--- config.mk ---
export PLATFORM = sky130hd
export DESIGN_NAME = cbm_ctrl
export DESIGN_NICKNAME = d
export VERILOG_FILES = /design/src/hdl/cbm_pkg.sv /design/src/hdl/cbm_ctrl.sv
export SDC_FILE = /design/constraint.sdc
export NUM_CORES = 1
export LEC_CHECK = 0
export ABC_AREA = 1
export BUFFER_PORTS_ARGS = -buffer_cell sky130_fd_sc_hd__buf_4
export CORE_MARGIN = 1
export CORE_UTILIZATION = 50
export CTS_BUF_LIST = sky130_fd_sc_hd__clkbuf_8 sky130_fd_sc_hd__clkbuf_16
export DETAILED_ROUTE_END_ITERATION = 8
export GPL_TIMING_DRIVEN = 1
export MAX_ROUTING_LAYER = met4
export PLACE_DENSITY = 0.77
export SKIP_CTS_REPAIR_TIMING = 1
export SKIP_LAST_GASP = 1
export SYNTH_ARGS = -nofsm -noshare
export SYNTH_HDL_FRONTEND = slang
export SYNTH_SLANG_ARGS = --single-unit
--- constraint.sdc ---
create_clock -name i_clk -period 2.75 [get_ports i_clk]
set_clock_uncertainty 0.1 [all_clocks]
set_input_delay 0.4125 -clock i_clk [delete_from_list [all_inputs] [get_ports i_clk]]
set_output_delay 0.4125 -clock i_clk [all_outputs]
set_load 0.02 [all_outputs]
--- src/hdl/cbm_pkg.sv ---
package cbm_pkg;

    // controller counter width, wide enough for any step count in range
    localparam int CNT_W = 5;

    localparam int ATAN_LEN    = 24;
    localparam int CORDIC_FRAC = 20;
    localparam int VEC_INT     = 30;
    localparam logic signed [33:0] GAIN_Q30 = 34'sd652032874;

    localparam logic [1:0] CFG_HALF_WIDTH  = 2'd0;
    localparam logic [1:0] CFG_HALF_HEIGHT = 2'd1;
    localparam logic [1:0] CFG_SENSITIVITY = 2'd2;

    typedef enum logic [3:0] {
        S_IDLE,
        S_DX,
        S_DY,
        S_MOD,
        S_FIX,
        S_CINIT,
        S_CSTEP,
        S_CSAVE,
        S_MUL,
        S_OUT
    } t_state;

    typedef struct packed {
        logic             accept;
        logic             dx;
        logic             dy;
        logic             mod_step;
        logic             fix;
        logic             cinit;
        logic             cstep;
        logic             csave;
        logic             mul;
        logic             out_load;
        logic             sel_pitch;
        logic [CNT_W-1:0] idx;
    } t_cmd;

    // arctangent of 2^-i in degrees, 20 fraction bits
    function automatic logic [26:0] atan_q20(input logic [CNT_W-1:0] i);
        logic [26:0] v;
        case (i)
            5'd0:    v = 27'd47185920;
            5'd1:    v = 27'd27855475;
            5'd2:    v = 27'd14718068;
            5'd3:    v = 27'd7471121;
            5'd4:    v = 27'd3750058;
            5'd5:    v = 27'd1876857;
            5'd6:    v = 27'd938658;
            5'd7:    v = 27'd469357;
            5'd8:    v = 27'd234682;
            5'd9:    v = 27'd117342;
            5'd10:   v = 27'd58671;
            5'd11:   v = 27'd29335;
            5'd12:   v = 27'd14668;
            5'd13:   v = 27'd7334;
            5'd14:   v = 27'd3667;
            5'd15:   v = 27'd1833;
            5'd16:   v = 27'd917;
            5'd17:   v = 27'd458;
            5'd18:   v = 27'd229;
            5'd19:   v = 27'd115;
            5'd20:   v = 27'd57;
            5'd21:   v = 27'd29;
            5'd22:   v = 27'd14;
            5'd23:   v = 27'd7;
            default: v = 27'd0;
        endcase
        return v;
    endfunction

endpackage

--- src/hdl/cbm_ctrl.sv ---
module cbm_ctrl #(
    parameter int MOD_STEPS = 15,
    parameter int NSTEPS    = 16
) (
    input  logic          i_clk,
    input  logic          i_rst_n,
    input  logic          i_valid,
    output logic          o_ready,
    output logic          o_valid,
    input  logic          i_ready,
    output cbm_pkg::t_cmd o_cmd
);

    cbm_pkg::t_state                r_state, n_state;
    logic [cbm_pkg::CNT_W-1:0]      r_cnt, n_cnt;
    logic                           r_sel, n_sel;
    logic                           r_ovalid, n_ovalid;
    logic                           out_load;

    assign out_load = (r_state == cbm_pkg::S_OUT) && (!r_ovalid || i_ready);

    always_ff @(posedge i_clk) begin
        if (!i_rst_n) begin
            r_state  <= cbm_pkg::S_IDLE;
            r_cnt    <= '0;
            r_sel    <= 1'b0;
            r_ovalid <= 1'b0;
        end else begin
            r_state  <= n_state;
            r_cnt    <= n_cnt;
            r_sel    <= n_sel;
            r_ovalid <= n_ovalid;
        end
    end

    // next state
    always_comb begin
        n_state = r_state;
        n_sel   = r_sel;
        case (r_state)
            cbm_pkg::S_IDLE:  if (i_valid) n_state = cbm_pkg::S_DX;
            cbm_pkg::S_DX:    n_state = cbm_pkg::S_DY;
            cbm_pkg::S_DY:    n_state = cbm_pkg::S_MOD;
            cbm_pkg::S_MOD: begin
                if (r_cnt == cbm_pkg::CNT_W'(MOD_STEPS - 1)) n_state = cbm_pkg::S_FIX;
            end
            cbm_pkg::S_FIX: begin
                n_state = cbm_pkg::S_CINIT;
                n_sel   = 1'b0;
            end
            cbm_pkg::S_CINIT: n_state = cbm_pkg::S_CSTEP;
            cbm_pkg::S_CSTEP: begin
                if (r_cnt == cbm_pkg::CNT_W'(NSTEPS - 1)) n_state = cbm_pkg::S_CSAVE;
            end
            cbm_pkg::S_CSAVE: begin
                if (r_sel) begin
                    n_state = cbm_pkg::S_MUL;
                end else begin
                    n_state = cbm_pkg::S_CINIT;
                    n_sel   = 1'b1;
                end
            end
            cbm_pkg::S_MUL:   if (r_cnt == cbm_pkg::CNT_W'(4)) n_state = cbm_pkg::S_OUT;
            cbm_pkg::S_OUT:   if (out_load) n_state = cbm_pkg::S_IDLE;
            default:          n_state = cbm_pkg::S_IDLE;
        endcase
        n_cnt = (n_state != r_state) ? '0 : r_cnt + 1'b1;
        if (out_load)
            n_ovalid = 1'b1;
        else if (i_ready)
            n_ovalid = 1'b0;
        else
            n_ovalid = r_ovalid;
    end

    // outputs
    always_comb begin
        o_cmd           = '0;
        o_cmd.idx       = r_cnt;
        o_cmd.sel_pitch = r_sel;
        o_cmd.out_load  = out_load;
        o_ready         = 1'b0;
        case (r_state)
            cbm_pkg::S_IDLE: begin
                o_ready      = 1'b1;
                o_cmd.accept = i_valid;
            end
            cbm_pkg::S_DX:    o_cmd.dx       = 1'b1;
            cbm_pkg::S_DY:    o_cmd.dy       = 1'b1;
            cbm_pkg::S_MOD:   o_cmd.mod_step = 1'b1;
            cbm_pkg::S_FIX:   o_cmd.fix      = 1'b1;
            cbm_pkg::S_CINIT: o_cmd.cinit    = 1'b1;
            cbm_pkg::S_CSTEP: o_cmd.cstep    = 1'b1;
            cbm_pkg::S_CSAVE: o_cmd.csave    = 1'b1;
            cbm_pkg::S_MUL:   o_cmd.mul      = 1'b1;
            default:          o_ready        = 1'b0;
        endcase
    end

    assign o_valid = r_ovalid;

endmodule

==> summary.md <==
| Metric | Value |
|---|---|
| DRC | `0` |
| Area growth, synth to finish | `25.85%` |
| Crit path DAT | `1.29 ns` |
| Final wirelength | `1685 µm` |
| WS Path Type | `reg -> out` |
| Part of the power in combinational logic | `33.2%` |
| Multi-input logic area | `447.9 µm²` |
| Final Non-Filler Cells | `153` |
| Syn_nets | `124` |
| Vias per inst | `4.974` |
| Wirelength per Cell | `11.01 µm` |
| Worst vdd ir | `0.3442 mV` |
| Net Sw Power | `189.2 µW` |
| Die extent in x | `41.23 µm` |
| Vias in the first global route | `679` |
| Die height | `41.23 µm` |
| Commonest non-fill, non-tap cell in the layout | `nand2_1` |
| Crit. End Element | `primary output` |
| Critical register-to-register path endpoint | `r_cnt[3]$_SDFF_PP0_` |
| Post-route minimum period | `1.802 ns` |
| Worst R2R Start | `r_cnt[0]$_SDFF_PP0_` |
| Synth warnings | `0` |
| Congestion Overflow GR | `0` |
| Final Setup Violations | `0` |
| Starting Density | `56.32%` |
| Clock latency on the worst-skew pair | `0.24 ns` |
| Placed Cells | `149` |
| FF-to-FF setup slack | `0.97 ns` |
| Required @ worst endpoint | `2.24 ns` |
| CTS clk-pin slew, worst paths | `0.05 ns` |
| RSZ-0062 raised after global routing | `no` |
| Detailed placer's ending HPWL | `1389 µm` |
| Global router's overall resource usage | `24.80%` |
| Hold Path Depth | `3` |
| Net Sw Frac | `36.26%` |
| I/O pins | `22` |
| Drt first-iter violations | `14` |
| Number of flops mapped to enable cells by yosys | `0` |
| Worst hold path type | `in -> reg` |
| Outcome | `complete, no violations` |
| R2R depth | `11` |
| Critical Path Source Type | `flop` |
| Largest net degree at the start of global routing | `7` |
| Post-synthesis cell type count | `21` |
| Fraction of layout cells with a size suffix above 1 | `31.88%` |
| Utilization after layout | `70.88%` |
| Worst Max-Slew Pin Slew | `0.2391 ns` |
| Register area | `220.2 µm²` |
| Most frequent cells in the layout | `nand2_1 (24), nor2_1 (23), buf_4 (21), inv_1 (16), dfxtp_1 (11)` |
| Max Slew Vio Count | `0` |
| Pleak | `0.0004983 µW` |
| TritonCTS Sinks | `11` |
| Setup TNS | `0 ns` |
| Final #Nets | `147` |
| CTS tree | `yes` |
| CORE AREA | `1366 µm²` |
| Async S/R FF share, synth | `0%` |
| Clock network power share | `30.6%` |
| Initial antenna violation count | `0` |
| Synth Cell Area | `769.5 µm²` |
| Reg power frac | `36.2%` |
| P per Cell Area | `538.8 nW/µm²` |
| Die ar. | `1700 µm²` |
| Ys flop type | `dfxtp_1` |
| Pre-Repair DR Iteration Count | `4` |
| H-tree level count | `1` |
| Clock Path Buffers | `2` |
| Max Cap Viol | `0` |
| Root Buffer | `clkbuf_8` |
| Tcrit/Tclk final | `65.52%` |
| Final Hold Fails | `0` |
| Fmax | `0.5550 GHz` |
| FP Rows | `13` |
| Routed Antenna Nets | `0` |
| Pint | `332.6 µW` |
| Flops & latches, synth | `11` |
| Synth Instances | `116` |
| Seq/Total Area, Yosys | `28.62%` |
| Port buffer count | `21` |
| Rel. slew slack | `83.94%` |
| N_diodes | `0` |
| CP max FO | `6` |
| Overall Power | `521.8 µW` |
| Hold Path Origin | `i_rst_n` |
| Final Wtd Congestion | `0.8338` |
| Routed via count | `761` |
| Mapped Avg Cell Area | `6.634 µm²` |
| Hold Path End | `r_state[3]$_SDFF_PN0_` |
| Number of buffers created by CTS | `3` |
| First-pass GRT wire length | `2608 µm` |
| Fillers | `131` |
-- state kept, by name, indices dropped and copies added, names as in the netlist --
register	count
r_cnt	5
r_state	4
o_valid	1
r_sel	1
-- cell families after synthesis --
logic type                 after synthesis  share of synthesized area (%)
adders and majority gates                4                          6.504
xor gates and xnor gates                 2                          2.277
and+or+nand+nor                         71                          46.67
AOI/OAI and AO/OA                        4                          2.764
DFF                                     11                          28.62
buffers and inverters                   24                          13.17
-- power by group through the flow --
| stage | Sequential (µW) | Combinational (µW) | Clock, µW |
|---|---|---|---|
| after floorplan | 197 | 115 | 0 |
| after global placement | 192 | 171 | 0 |
| after detailed placement | 192 | 173 | 0 |
| after CTS | 189 | 175 | 160 |
| after global routing | 191 | 193 | 169 |
| final | 189 | 173 | 159 |
-- cells in the mapped netlist (2+ instances only) --
master | number | area share (%)
a21oi_1 | 3 | 2.0
nand4_1 | 2 | 1.6
ha_1 | 4 | 6.5
inv_1 | 15 | 7.3
nand3_1 | 6 | 3.9
buf_4 | 3 | 2.9
nor2_2 | 3 | 2.4
dfxtp_1 | 11 | 29
inv_2 | 6 | 2.9
nand2_1 | 24 | 12
nand2_2 | 3 | 2.4
nor3_2 | 5 | 6.5
nor2_1 | 23 | 11
-- routing by layer --
metal / vias up / share of wire (%) / GRT usage [%]
li1: 402 / - / -
met1: 327 / 43 / 25.41
met2: 26 / 49 / 43.75
met3: 6 / 5.2 / 5.435
met4: 0 / 2.4 / 12.90
met5: - / 0 / -
-- stage by stage --
step	cell area (µm²)	setup WS (ns)	hold WS, ns
floorplan	769.5	1.079	0.4101
global placement	923.4	1.051	0.3978
detailed placement	923.4	0.9766	0.4201
CTS	968.4	0.9572	0.2870
global route	968.4	0.8097	0.3164
finish	968.4	0.9483	0.2869
-- cell type report --
class                           count  share of cell area, %
Clock buffer                        3                  4.264
Clock inverter                      1                 0.3876
Inverter                           21                  8.140
Multi-Input combinational cell     81                  46.25
Sequential cell                    11                  22.74
Tap cell                           15                  1.938
Timing Repair Buffer               21                  16.28
-- how the worst max path moves through the flow --
| stage | start | end | slack (ns) | depth (start not counted) |
|---|---|---|---|---|
| after floorplan | r_cnt[0]$_SDFF_PP0_ | r_cnt[0]$_SDFF_PP0_ | 1.08 | 10 |
| after global placement | r_cnt[0]$_SDFF_PP0_ | r_cnt[3]$_SDFF_PP0_ | 1.05 | 11 |
| after detailed placement | r_cnt[0]$_SDFF_PP0_ | r_cnt[3]$_SDFF_PP0_ | 0.98 | 11 |
| after CTS | r_state[0]$_SDFF_PN0_ | o_cmd[6] | 0.96 | 3 |
| after global routing | r_cnt[0]$_SDFF_PP0_ | r_cnt[2]$_SDFF_PP0_ | 0.81 | 11 |
| final | r_state[0]$_SDFF_PN0_ | o_cmd[6] | 0.95 | 3 |
-- worst max-delay path, stage by stage, from the launching register on --
cell     delay [ns]
dfxtp_1        0.45
nand2_2        0.14
nor3_1         0.27
buf_4          0.19
Power figures use the tool's default switching activity.
